### src/atab_pkg.sv
// Package for the access tag table: sizes, operation codes and field widths.
`default_nettype none
package atab_pkg;

   localparam int TABLE_SLOTS = 32;
   localparam int TAG_BITS    = 32;

   // Width of the tag_id field and of the stored tag (the field holds 32 bits).
   localparam int TAG_FIELD_BITS = 32;
   localparam int STORE_BITS     = (TAG_BITS < TAG_FIELD_BITS) ? TAG_BITS : TAG_FIELD_BITS;

   localparam int SLOT_BITS  = (TABLE_SLOTS > 1) ? $clog2(TABLE_SLOTS) : 1;
   localparam int COUNT_BITS = $clog2(TABLE_SLOTS + 1);

   localparam int SLOT_FIELD_BITS  = 5;
   localparam int COUNT_FIELD_BITS = 6;

   localparam logic [1:0] OP_LOOKUP       = 2'd0;
   localparam logic [1:0] OP_ADMIN_LOOKUP = 2'd1;
   localparam logic [1:0] OP_ADD          = 2'd2;
   localparam logic [1:0] OP_DELETE       = 2'd3;

endpackage
`default_nettype wire

### src/atab_if.sv
// Request and response channel interfaces of the access tag table.
`default_nettype none
interface atab_req_if;
   logic        valid;
   logic        ready;
   logic [1:0]  operation;
   logic [atab_pkg::TAG_FIELD_BITS-1:0] tag_id;
   logic        grant_admin;

   modport source (output valid, operation, tag_id, grant_admin, input ready);
   modport sink   (input valid, operation, tag_id, grant_admin, output ready);
endinterface

interface atab_rsp_if;
   logic        valid;
   logic        ready;
   logic        success;
   logic [atab_pkg::SLOT_FIELD_BITS-1:0]  slot_index;
   logic        entry_admin;
   logic [atab_pkg::COUNT_FIELD_BITS-1:0] user_count;
   logic        table_empty;

   modport source (output valid, success, slot_index, entry_admin, user_count, table_empty,
                   input ready);
   modport sink   (input valid, success, slot_index, entry_admin, user_count, table_empty,
                   output ready);
endinterface
`default_nettype wire

### src/atab_ram.sv
// Generic single-write, single-read RAM with registered read data.
`default_nettype none
module atab_ram #(
   parameter int WIDTH = 8,
   parameter int DEPTH = 16,
   localparam int ADDR_BITS = (DEPTH > 1) ? $clog2(DEPTH) : 1
) (
   input  wire logic                 clock,
   input  wire logic                 wr_en,
   input  wire logic [ADDR_BITS-1:0] wr_addr,
   input  wire logic [WIDTH-1:0]     wr_data,
   input  wire logic [ADDR_BITS-1:0] rd_addr,
   output logic      [WIDTH-1:0]     rd_data
);
   logic [WIDTH-1:0] mem_ff [DEPTH];

   always_ff @(posedge clock) begin
      if (wr_en) begin
         mem_ff[wr_addr] <= wr_data;
      end
      rd_data <= mem_ff[rd_addr];
   end
endmodule
`default_nettype wire

### src/access_tag_table.sv
// Access tag table top level: slot scan sequencer, valid bits, entry count and response register.
//
// The table holds TABLE_SLOTS tags, each with an admin flag, in one RAM with
// a single read port; valid bits and the entry count are kept in flip-flops
// and reset clears them at once, so no clearing pass is needed. Each
// transaction on req_port starts one scan that reads every slot through the
// RAM read port and a single tag comparator, noting the first matching slot
// and the lowest free slot; a drain state lets the last compare finish, a
// decide state applies the operation and a done state loads the response.
// A new request is taken only in the idle state, after the previous one has
// loaded its response, since the one RAM read port is walked once per item.
// A finished response waits in its output register while the next request is scanned.
`default_nettype none
module access_tag_table (
   input  wire logic clock,
   input  wire logic reset,
   atab_req_if.sink  req_port,
   atab_rsp_if.source rsp_port
);
   localparam int N  = atab_pkg::TABLE_SLOTS;
   localparam int SB = atab_pkg::SLOT_BITS;
   localparam int CB = atab_pkg::COUNT_BITS;
   localparam int TB = atab_pkg::STORE_BITS;

   localparam logic [SB-1:0] LAST_SLOT = SB'(N - 1);

   localparam logic [2:0] S_IDLE   = 3'd0;
   localparam logic [2:0] S_SCAN   = 3'd1;
   localparam logic [2:0] S_DRAIN  = 3'd2;
   localparam logic [2:0] S_DECIDE = 3'd3;
   localparam logic [2:0] S_DONE   = 3'd4;

   logic [2:0]    state_ff, state_in;
   logic [N-1:0]  valid_ff, valid_in;
   logic [CB-1:0] count_ff, count_in;
   logic [SB-1:0] idx_ff, idx_in;
   logic          cmp_pend_ff, cmp_pend_in;
   logic [SB-1:0] cmp_idx_ff, cmp_idx_in;
   logic          found_ff, found_in;
   logic [SB-1:0] hit_idx_ff, hit_idx_in;
   logic          hit_admin_ff, hit_admin_in;
   logic          free_found_ff, free_found_in;
   logic [SB-1:0] free_idx_ff, free_idx_in;
   logic          rsp_valid_ff, rsp_valid_in;

   logic [1:0]    op_ff, op_in;
   logic [TB-1:0] tag_ff, tag_in;
   logic          grant_ff, grant_in;
   logic          res_ok_ff, res_ok_in;
   logic [SB-1:0] res_slot_ff, res_slot_in;
   logic          res_admin_ff, res_admin_in;
   logic          out_ok_ff, out_ok_in;
   logic [SB-1:0] out_slot_ff, out_slot_in;
   logic          out_admin_ff, out_admin_in;
   logic [CB-1:0] out_count_ff, out_count_in;

   logic          ram_wr_en;
   logic [SB-1:0] ram_wr_addr;
   logic [TB:0]   ram_wr_data;
   logic [TB:0]   ram_rd_data;

   logic          slot_hit;
   logic          slot_free;
   logic [SB-1:0] upgrade_slot;
   logic [SB+atab_pkg::SLOT_FIELD_BITS-1:0]  slot_wide;
   logic [CB+atab_pkg::COUNT_FIELD_BITS-1:0] count_wide;

   // Admin flag sits above the tag in each RAM word.
   atab_ram #(.WIDTH(TB + 1), .DEPTH(N)) u_tag_ram (
      .clock   (clock),
      .wr_en   (ram_wr_en),
      .wr_addr (ram_wr_addr),
      .wr_data (ram_wr_data),
      .rd_addr (idx_ff),
      .rd_data (ram_rd_data)
   );

   assign slot_hit  = cmp_pend_ff && valid_ff[cmp_idx_ff] && (ram_rd_data[TB-1:0] == tag_ff);
   assign slot_free = cmp_pend_ff && !valid_ff[cmp_idx_ff];

   // After an upgrade frees the hit slot, the lowest free slot is the lower of the two.
   assign upgrade_slot = (free_found_ff && (free_idx_ff < hit_idx_ff)) ? free_idx_ff : hit_idx_ff;

   always_comb begin
      state_in      = state_ff;
      valid_in      = valid_ff;
      count_in      = count_ff;
      idx_in        = idx_ff;
      cmp_pend_in   = 1'b0;
      cmp_idx_in    = cmp_idx_ff;
      found_in      = found_ff;
      hit_idx_in    = hit_idx_ff;
      hit_admin_in  = hit_admin_ff;
      free_found_in = free_found_ff;
      free_idx_in   = free_idx_ff;
      rsp_valid_in  = rsp_valid_ff && !rsp_port.ready;
      op_in         = op_ff;
      tag_in        = tag_ff;
      grant_in      = grant_ff;
      res_ok_in     = res_ok_ff;
      res_slot_in   = res_slot_ff;
      res_admin_in  = res_admin_ff;
      out_ok_in     = out_ok_ff;
      out_slot_in   = out_slot_ff;
      out_admin_in  = out_admin_ff;
      out_count_in  = out_count_ff;
      ram_wr_en     = 1'b0;
      ram_wr_addr   = hit_idx_ff;
      ram_wr_data   = {1'b1, tag_ff};

      if (slot_hit && !found_ff) begin
         found_in     = 1'b1;
         hit_idx_in   = cmp_idx_ff;
         hit_admin_in = ram_rd_data[TB];
      end
      if (slot_free && !free_found_ff) begin
         free_found_in = 1'b1;
         free_idx_in   = cmp_idx_ff;
      end

      case (state_ff)
         S_IDLE: begin
            if (req_port.valid) begin
               op_in         = req_port.operation;
               tag_in        = req_port.tag_id[TB-1:0];
               grant_in      = req_port.grant_admin;
               idx_in        = '0;
               found_in      = 1'b0;
               free_found_in = 1'b0;
               state_in      = S_SCAN;
            end
         end
         S_SCAN: begin
            cmp_pend_in = 1'b1;
            cmp_idx_in  = idx_ff;
            if (idx_ff == LAST_SLOT) begin
               state_in = S_DRAIN;
            end else begin
               idx_in = idx_ff + SB'(1);
            end
         end
         S_DRAIN: begin
            state_in = S_DECIDE;
         end
         S_DECIDE: begin
            res_ok_in    = 1'b0;
            res_slot_in  = '0;
            res_admin_in = 1'b0;
            case (op_ff)
               atab_pkg::OP_LOOKUP: begin
                  if (found_ff) begin
                     res_ok_in    = 1'b1;
                     res_slot_in  = hit_idx_ff;
                     res_admin_in = hit_admin_ff;
                  end
               end
               atab_pkg::OP_ADMIN_LOOKUP: begin
                  if (found_ff && hit_admin_ff) begin
                     res_ok_in    = 1'b1;
                     res_slot_in  = hit_idx_ff;
                     res_admin_in = 1'b1;
                  end
               end
               atab_pkg::OP_ADD: begin
                  if (found_ff) begin
                     if (grant_ff && !hit_admin_ff) begin
                        valid_in[hit_idx_ff]   = 1'b0;
                        valid_in[upgrade_slot] = 1'b1;
                        ram_wr_en    = 1'b1;
                        ram_wr_addr  = upgrade_slot;
                        ram_wr_data  = {1'b1, tag_ff};
                        res_ok_in    = 1'b1;
                        res_slot_in  = upgrade_slot;
                        res_admin_in = 1'b1;
                     end
                  end else if (free_found_ff) begin
                     valid_in[free_idx_ff] = 1'b1;
                     count_in     = count_ff + CB'(1);
                     ram_wr_en    = 1'b1;
                     ram_wr_addr  = free_idx_ff;
                     ram_wr_data  = {grant_ff, tag_ff};
                     res_ok_in    = 1'b1;
                     res_slot_in  = free_idx_ff;
                     res_admin_in = grant_ff;
                  end
               end
               atab_pkg::OP_DELETE: begin
                  if (found_ff) begin
                     valid_in[hit_idx_ff] = 1'b0;
                     count_in     = count_ff - CB'(1);
                     res_ok_in    = 1'b1;
                     res_slot_in  = hit_idx_ff;
                     res_admin_in = hit_admin_ff;
                  end
               end
               default: begin
               end
            endcase
            state_in = S_DONE;
         end
         S_DONE: begin
            if (!rsp_valid_ff || rsp_port.ready) begin
               rsp_valid_in = 1'b1;
               out_ok_in    = res_ok_ff;
               out_slot_in  = res_slot_ff;
               out_admin_in = res_admin_ff;
               out_count_in = count_ff;
               state_in     = S_IDLE;
            end
         end
         default: begin
            state_in = S_IDLE;
         end
      endcase
   end

   always_ff @(posedge clock) begin
      if (reset) begin
         state_ff      <= S_IDLE;
         valid_ff      <= '0;
         count_ff      <= '0;
         cmp_pend_ff   <= 1'b0;
         found_ff      <= 1'b0;
         free_found_ff <= 1'b0;
         rsp_valid_ff  <= 1'b0;
      end else begin
         state_ff      <= state_in;
         valid_ff      <= valid_in;
         count_ff      <= count_in;
         cmp_pend_ff   <= cmp_pend_in;
         found_ff      <= found_in;
         free_found_ff <= free_found_in;
         rsp_valid_ff  <= rsp_valid_in;
      end
   end

   always_ff @(posedge clock) begin
      idx_ff       <= idx_in;
      cmp_idx_ff   <= cmp_idx_in;
      hit_idx_ff   <= hit_idx_in;
      hit_admin_ff <= hit_admin_in;
      free_idx_ff  <= free_idx_in;
      op_ff        <= op_in;
      tag_ff       <= tag_in;
      grant_ff     <= grant_in;
      res_ok_ff    <= res_ok_in;
      res_slot_ff  <= res_slot_in;
      res_admin_ff <= res_admin_in;
      out_ok_ff    <= out_ok_in;
      out_slot_ff  <= out_slot_in;
      out_admin_ff <= out_admin_in;
      out_count_ff <= out_count_in;
   end

   // Slot index and count are reported modulo their field widths.
   assign slot_wide  = {{atab_pkg::SLOT_FIELD_BITS{1'b0}}, out_slot_ff};
   assign count_wide = {{atab_pkg::COUNT_FIELD_BITS{1'b0}}, out_count_ff};

   assign req_port.ready       = (state_ff == S_IDLE);
   assign rsp_port.valid       = rsp_valid_ff;
   assign rsp_port.success     = out_ok_ff;
   assign rsp_port.slot_index  = slot_wide[atab_pkg::SLOT_FIELD_BITS-1:0];
   assign rsp_port.entry_admin = out_admin_ff;
   assign rsp_port.user_count  = count_wide[atab_pkg::COUNT_FIELD_BITS-1:0];
   assign rsp_port.table_empty = (out_count_ff == '0);

`ifndef SYNTHESIS
   a_count_matches_valid: assert property (@(posedge clock) disable iff (reset)
      32'(count_ff) == 32'($countones(valid_ff)))
      else $error("entry count differs from number of valid slots");

   a_fail_reports_nothing: assert property (@(posedge clock) disable iff (reset)
      (rsp_valid_ff && !out_ok_ff) |-> (out_slot_ff == '0 && !out_admin_ff))
      else $error("failed transaction reports a slot or admin flag");

   a_lookup_keeps_table: assert property (@(posedge clock) disable iff (reset)
      (state_ff == S_DECIDE && (op_ff == atab_pkg::OP_LOOKUP ||
       op_ff == atab_pkg::OP_ADMIN_LOOKUP)) |=> (valid_ff == $past(valid_ff)))
      else $error("lookup changed the table");
`endif

endmodule
`default_nettype wire

### src/flat_wrapper.sv
// flat-port wrapper written by rule: the top's interface ports become plain ports
module access_tag_table_flat 
  (clock, reset, req_port_valid, req_port_operation, req_port_tag_id, req_port_grant_admin, req_port_ready, rsp_port_valid, rsp_port_success, rsp_port_slot_index, rsp_port_entry_admin, rsp_port_user_count, rsp_port_table_empty, rsp_port_ready);
  atab_req_if req_port_i ();
  atab_rsp_if rsp_port_i ();
  input  wire logic clock;
  input  wire logic reset;
  input wire logic [$bits(req_port_i.valid)-1:0] req_port_valid;
  input wire logic [$bits(req_port_i.operation)-1:0] req_port_operation;
  input wire logic [$bits(req_port_i.tag_id)-1:0] req_port_tag_id;
  input wire logic [$bits(req_port_i.grant_admin)-1:0] req_port_grant_admin;
  output wire logic [$bits(req_port_i.ready)-1:0] req_port_ready;
  output wire logic [$bits(rsp_port_i.valid)-1:0] rsp_port_valid;
  output wire logic [$bits(rsp_port_i.success)-1:0] rsp_port_success;
  output wire logic [$bits(rsp_port_i.slot_index)-1:0] rsp_port_slot_index;
  output wire logic [$bits(rsp_port_i.entry_admin)-1:0] rsp_port_entry_admin;
  output wire logic [$bits(rsp_port_i.user_count)-1:0] rsp_port_user_count;
  output wire logic [$bits(rsp_port_i.table_empty)-1:0] rsp_port_table_empty;
  input wire logic [$bits(rsp_port_i.ready)-1:0] rsp_port_ready;
  assign req_port_i.valid = req_port_valid;
  assign req_port_i.operation = req_port_operation;
  assign req_port_i.tag_id = req_port_tag_id;
  assign req_port_i.grant_admin = req_port_grant_admin;
  assign req_port_ready = req_port_i.ready;
  assign rsp_port_valid = rsp_port_i.valid;
  assign rsp_port_success = rsp_port_i.success;
  assign rsp_port_slot_index = rsp_port_i.slot_index;
  assign rsp_port_entry_admin = rsp_port_i.entry_admin;
  assign rsp_port_user_count = rsp_port_i.user_count;
  assign rsp_port_table_empty = rsp_port_i.table_empty;
  assign rsp_port_i.ready = rsp_port_ready;
  access_tag_table u_core (.clock(clock), .reset(reset), .req_port(req_port_i), .rsp_port(rsp_port_i));
endmodule
### config.mk
export PLATFORM = sky130hd
export DESIGN_NAME = access_tag_table_flat
export DESIGN_NICKNAME = d
export VERILOG_FILES = /design/src/atab_pkg.sv /design/src/atab_if.sv /design/src/atab_ram.sv /design/src/access_tag_table.sv /design/src/flat_wrapper.sv
export SDC_FILE = /design/constraint.sdc
export NUM_CORES = 1
export LEC_CHECK = 0
export ABC_AREA = 1
export BUFFER_PORTS_ARGS = -buffer_cell sky130_fd_sc_hd__buf_2
export CAP_MARGIN = 20
export CORE_MARGIN = 2
export CORE_UTILIZATION = 40
export CTS_BUF_LIST = sky130_fd_sc_hd__clkbuf_8 sky130_fd_sc_hd__clkbuf_16
export CTS_CLUSTER_DIAMETER = 120
export DETAILED_ROUTE_END_ITERATION = 10
export RECOVER_POWER = 25
export SYNTH_ARGS = -nofsm -noshare
export SYNTH_HDL_FRONTEND = slang
export SYNTH_SLANG_ARGS = --single-unit
### constraint.sdc
create_clock -name clock -period 4.02 [get_ports clock]
set_clock_uncertainty 0.2 [all_clocks]
set_input_delay 1.005 -clock clock [delete_from_list [all_inputs] [get_ports clock]]
set_output_delay 1.005 -clock clock [all_outputs]
set_load 0.01 [all_outputs]
* Word-level counts from Yosys, hierarchy flattened
Memories as Yosys holds them, arrays and structs flattened. A register that Yosys moved wholly into a read port is not among the register bits. Cells that the tools add are included.
Cells by class: add/sub/neg operators 3, multipliers 0, divide/modulo/power cells 0, magnitude comparators 8, equal/unequal tests 18, shift operators 0, muxes and demuxes 63, bitwise logic cells 4, reduce and logical (&&, ||, !) cells 31
Operators by type and width (count):
- two-way mux 33 bit | 4
- two-way mux 32 bit | 4
- two-way mux 5 bit | 13
- bitwise OR 32 bit | 2
- case mux 32 bit (2 select lines) | 1
- bitwise AND 32 bit | 1
- equality test 32 bit | 1
- NOT 32 bit | 1
- two-way mux 1 bit | 25
- less-than comparator 5 x 6 -> 1 bit, second input constant | 4
- two-way mux 6 bit | 3
- demux 1 bit (select 5 bit) | 3
- greater-or-equal comparator 5 x 1 -> 1 bit, second input constant | 3
- case mux 3 bit (5 select lines) | 1
- case mux 5 bit (3 select lines) | 1
- logical AND 1 bit | 12
- case mux 6 bit (2 select lines) | 1
- case mux 5 bit (2 select lines) | 1
- AND reduction 5 bit | 2
- two-way mux 3 bit | 3
- != test 2 x 1 -> 1 bit, second input constant | 4
- adder 6 x 1 -> 6 bit, second input constant | 1
- equality test 3 x 2 -> 1 bit, second input constant | 2
- zero test 1 bit | 6
- 21 further kinds | 28
Storage, ports and cells: flip-flop bits (word level) 121, bits in latches 0, memory bits (writable) 1056, bits in read-only memories 0, output and inout bits 16, logic and storage cells 150, memories kept 1
Memory list:
- u_core.u_tag_ram.mem_ff | words 32, bits a word 33, rd ports 1, clocked after Yosys merged registers in 1, write ports 1, line atab_ram.sv:15 | logic [WIDTH-1:0] mem_ff [DEPTH];

* Depth between registers and ports, before layout
depth in word-level cells 11, mapped depth 15

* Cells and area by module
A second synthesis with hierarchy kept.
Unflattened totals: cells, all modules 4554, area, all modules 50698.6 um2
Modules (own cells, without submodules):
- atab_ram | instances 1, cells an instance 3645, area an instance 43680.6 um2, seq. area each 32371.0 um2
- access_tag_table | instances 1, cells an instance 909, area an instance 7018.0 um2, seq. area each 3183.1 um2

* Least setup slack after synthesis
OpenSTA, ideal clock, no wires.
path type reg2reg, start register u_core.hit_idx_ff[4], end memory u_core.u_tag_ram.mem_ff[12][0] (netlist bit), enable pin, data arrival time 3.371 ns, required time 3.397 ns, path slack 0.026 ns, cell stages (with the launch flop) 14, clock period less this slack 3.994 ns, cell sequence edfxtp_1 -> buf_2 -> clkinv_1 -> ha_1 -> nand2_1 -> nor2_1 -> nand2_2 -> nand3_4 -> nand2_1 -> nand3_1 -> nand3_2 -> a21oi_2 -> nand3_2 -> nor2_1
Between the ends: cells in the longest elaborated chain, start to end 7, elaborated cells between the ends (all ways) 8
Ends and longest elaborated chain:
- start, declared | line access_tag_table.sv:40 | logic [SB-1:0] hit_idx_ff, hit_idx_in;
- start signal, assigned | line access_tag_table.sv:240 | hit_idx_ff <= hit_idx_in;
- less-than comparator 5 bit | line access_tag_table.sv:82 | assign upgrade_slot = (free_found_ff && (free_idx_ff < hit_idx_ff)) ? free_idx_ff : hit_idx_ff;
- logical AND 1 bit | line access_tag_table.sv:82
- two-way mux 5 bit | line access_tag_table.sv:82
- two-way mux 5 bit | line access_tag_table.sv:166 | if (grant_ff && !hit_admin_ff) begin
- two-way mux 5 bit | line access_tag_table.sv:165 | if (found_ff) begin
- two-way mux 5 bit | line access_tag_table.sv:149 | case (op_ff)
- two-way mux 5 bit (*) | line access_tag_table.sv:121 | case (state_ff)
- end, declared | line atab_ram.sv:15
Mark *: on every way between the ends. The rest lies on a longest branch, timed or not.

* Worst setup path in the final report
start register u_core.hit_idx_ff[4], end memory u_core.u_tag_ram.mem_ff[18][30] (netlist bit), enable pin
The elaborated chain is that of the path after synthesis.

==> run_results.csv <==
group,metric,value,unit
setup_path,cpPeakStageDelay,0.52,ns
pwr,design_power_total,0.0315,W
sta,grt_setup_unrepaired,"false",
setup_path,path_common_cell,"sky130_fd_sc_hd__nand2_1",
global_route,globalRoute.totalOverflow,0,
global_route,globalRouteTotalUtil,0.222,
detailed_routing,num_vias,32500,
clock_tree,cts_tree,"built",
clock_tree,post_cts.repair.setup_buffers,0,
die,fp.dieH,353,um
clock_tree,cts_resized,0,
clock_tree,count_of_clock_tree_sinks,1210,
detailed_routing,drt-total-wl,142000,um
detailed_routing,avgRoutedWirePerCell,25.1,um
global_route,initial_antenna_violation_count,0,
logic_synthesis,synthesized_area_per_cell,12.6,um^2
die,rows,127,
detailed_routing,drt_iter0_markers,3814,
sta,timing.final.crit_share,0.938,
sta,max-slew-margin-rel,-0.455,
setup_path,cp_data_required_time,4.22,ns
placed_design,detailed_place.area,52000,um^2
sta,drv_slew,329,
setup_path,path_delay_family,"simple AND/OR/NAND/NOR gates",
final_layout,drive_gt1_frac,0.112,
global_route,vias_in_the_first_global_route,31000,
logic_synthesis,synth-seq-cells,1210,
logic_synthesis,synthDominantAreaCellType,"sky130_fd_sc_hd__edfxtp_1",
pwr,peakVddDrop,0.000406,V
sta,worst-slew-pin-transition,2.18,ns
clock_tree,cts-hold-fix-buffers,0,
final_layout,syn_to_final_growth,14.7,%
setup_path,critPathMaxFanout,26,
logic_synthesis,synth_seq_area_share,0.732,
setup_path,regToRegStartpoint,"u_core.hit_idx_ff[4]",
clock_tree,worst_skew_pair.late_latency,0.76,ns
sta,finalHoldViolCount,0,
run_status,violations,"max-capacitance violations, max-slew violations",
pwr,leakage_power_figure,18.3,nW
setup_path,path_class,"flop to flop",
logic_synthesis,synth_cells,3841,
final_layout,fillers,10700,
hold_path,hold_path.startpoint,"u_core.res_slot_ff[1]",
final_layout,nets,3974,
die,floorplan.die.width,353,um
logic_synthesis,synth_area,48600,um^2
die,initial_core_util,0.404,
final_layout,final_core_util,0.464,
clock_tree,clk_transition_reported_paths,0.06,ns
placed_design,placement.io_buffers,54,
logic_synthesis,post_synth_num_cell_types,45,
clock_tree,cts-root-buf,"sky130_fd_sc_hd__clkbuf_16",
logic_synthesis,synth.area.top_cells,"sky130_fd_sc_hd__edfxtp_1 70%, sky130_fd_sc_hd__o21ai_0 6.5%, sky130_fd_sc_hd__nor2_1 5.2%, sky130_fd_sc_hd__o221ai_1 3.9%, sky130_fd_sc_hd__dfxtp_1 3.2%",
pwr,p_per_area,566,nW/um^2
final_layout,antennaDiodeCount,0,
setup_path,critical-path-slowest-cell,"sky130_fd_sc_hd__edfxtp_1",
logic_synthesis,ys_warn_count,0,
sta,max_clock_freq,265,MHz
setup_path,start_kind,"flop",
clock_tree,cts_buffer_depth,3,
sta,layout_min_cycle_time,3.77,ns
hold_path,worstHoldPathType,"flop to flop",
detailed_routing,drt_pre_antenna_iters,6,
placed_design,finalWeightedCongestion,0.857,
global_route,global_route_wire_length_before_repair,207000,um
clock_tree,cts_inserted_buffers,116,
detailed_routing,drc,0,
setup_path,critPathArrivalTime,3.96,ns
setup_path,crit_buf_inv,2,
die,floorplan.die_area,124000,um^2
detailed_routing,ant_nets,0,
clock_tree,htree_num_levels,3,
setup_path,setup.worst_path.start,"u_core.hit_idx_ff[4]",
placed_design,place.detailed.hpwl,80100,um
detailed_routing,post_drt_via_cell_ratio,5.77,
run_status,run_status,"finished with violations",
logic_synthesis,post-synth-top-area-fraction,0.700,
sta,finalSetupTns,0,ns
job,drv_cap,9,
die,core-area,120000,um^2
global_route,pin_count_of_the_biggest_net_entering_global_routing,124,
logic_synthesis,syn-num-nets,3894,
setup_path,crit_path_cell_trace,"clkinv_1 > ha_1 > nand2_1 > nor2_1 > nand2_2 > nand3_4 > nand2_1 > nand2_1 > nand2_1 > nand3_1 > nand2_1 > nand2_1 > nand3_1 > nor2_4 > buf_12",
final_layout,final_design_area_no_fill,55700,um^2
sta,setup_viol,0,
setup_path,setup.worst_path.end_class,"flop",
die,io-pin-count,55,
[worst paths after layout]
check	cells past startpoint	end	slack [ns]
max	15	u_core.u_tag_ram.mem_ff[18][30]	0.25
min	0	u_core.rsp_port.slot_index[1]	0.21
max reg2reg	15	u_core.u_tag_ram.mem_ff[18][30]	0.25
min reg2reg	0	u_core.rsp_port.slot_index[1]	0.21
[cells in the final DEF, fill, tap and decap left out, types with 47 or more instances in the layout]
| cell | n |
|---|---|
| sky130_fd_sc_hd__a21oi_1 | 132 |
| sky130_fd_sc_hd__buf_12 | 56 |
| sky130_fd_sc_hd__buf_2 | 47 |
| sky130_fd_sc_hd__buf_4 | 88 |
| sky130_fd_sc_hd__clkbuf_16 | 119 |
| sky130_fd_sc_hd__dfxtp_1 | 78 |
| sky130_fd_sc_hd__edfxtp_1 | 1132 |
| sky130_fd_sc_hd__inv_1 | 111 |
| sky130_fd_sc_hd__nand2_1 | 277 |
| sky130_fd_sc_hd__nand3_1 | 122 |
| sky130_fd_sc_hd__nor2_1 | 636 |
| sky130_fd_sc_hd__o21ai_0 | 632 |
| sky130_fd_sc_hd__o221ai_1 | 217 |
| sky130_fd_sc_hd__o22ai_1 | 56 |
[per-layer routing]
layer	part of all wire	wire [um]	track usage
met1	0.42	58900	0.305
met2	0.46	65600	0.350
met3	0.088	12400	0.0455
met4	0.034	4880	0.0796
met5	0	0	0
[worst reg2reg max path, delay by kind of cell, from the launching register on]
kind / cells / cell delay [ns]
simple gates: 12 / 1.75
fa+ha+maj: 1 / 0.38
buf+inv: 2 / 0.59
flops: 1 / 0.52
[power breakdown]
| part | total (W) | leakage (nW) | internal (W) | switching [W] |
|---|---|---|---|---|
| registers | 0.0145 | 10.9 | 0.0142 | 0.000264 |
| clock network | 0.0109 | 2.00 | 0.00608 | 0.00484 |
| logic | 0.00611 | 5.34 | 0.00173 | 0.00438 |
| total | 0.0315 | 18.3 | 0.0220 | 0.00949 |
[through the flow]
| step | hold slack [ns] | std cells | worst slack, ns |
|---|---|---|---|
| after floorplan | 0.186 | 3841 | 0.0257 |
| after global placement | 0.205 | 5415 | 0.351 |
| after detailed placement | 0.205 | 5415 | 0.317 |
| after CTS | 0.184 | 5635 | 0.324 |
| after global routing | 0.186 | 5635 | 0.0669 |
| final | 0.215 | 5635 | 0.251 |
[cell usage after synthesis (all sizes together)]
cell	n
nor3	23
dfxtp	78
buf	97
nor3b	1
o211ai	2
a31oi	32
clkinv	5
nand4	14
inv	97
nand2	283
fa	1
nand3	130
a21oi	137
xor2	11
clkbuf	155
o22ai	56
xnor2	7
a211oi	1
o221ai	217
nor2	682
o2111ai	1
o21ai	646
a211o	16
or2	1
o31ai	1
ha	13
edfxtp	1132
or4	1
and2	1
[final cells by class]
cell class,count,area [um^2],area share
Clock inverter,91,722,0.0130
Timing Repair Buffer,214,2100,0.0378
Multi-Input combinational cell,2277,11800,0.212
Clock buffer,129,3120,0.0559
Tap cell,1612,2020,0.0362
Sequential cell,1210,35600,0.638
Inverter,102,405,0.00727
[cell families (layout without fill, tap and decap cells)]
kind of cell / after synthesis / count (layout) / share of synthesized area
buffers and inverters: 354 / 536 / 0.0302
XOR/XNOR: 18 / 18 / 0.00324
AND/OR/NAND/NOR: 1136 / 1136 / 0.0955
AO/OA/AOI/OAI: 1109 / 1109 / 0.135
adder cells (fa/ha/maj): 14 / 14 / 0.00376
flip-flops: 1210 / 1210 / 0.732
[flip-flops by register name (all words and copies together) (netlist names), 2 cells and up]
register / count
u_core.u_tag_ram.mem_ff: 1056
u_core.u_tag_ram.rd_data: 33
u_core.tag_ff: 32
u_core.valid_ff: 32
u_core.count_ff: 6
u_core.rsp_port.user_count: 6
u_core.cmp_idx_ff: 5
u_core.free_idx_ff: 5
u_core.hit_idx_ff: 5
u_core.idx_ff: 5
u_core.res_slot_ff: 5
u_core.rsp_port.slot_index: 5
u_core.state_ff: 3
u_core.op_ff: 2
Power figures use the tool's default switching activity.
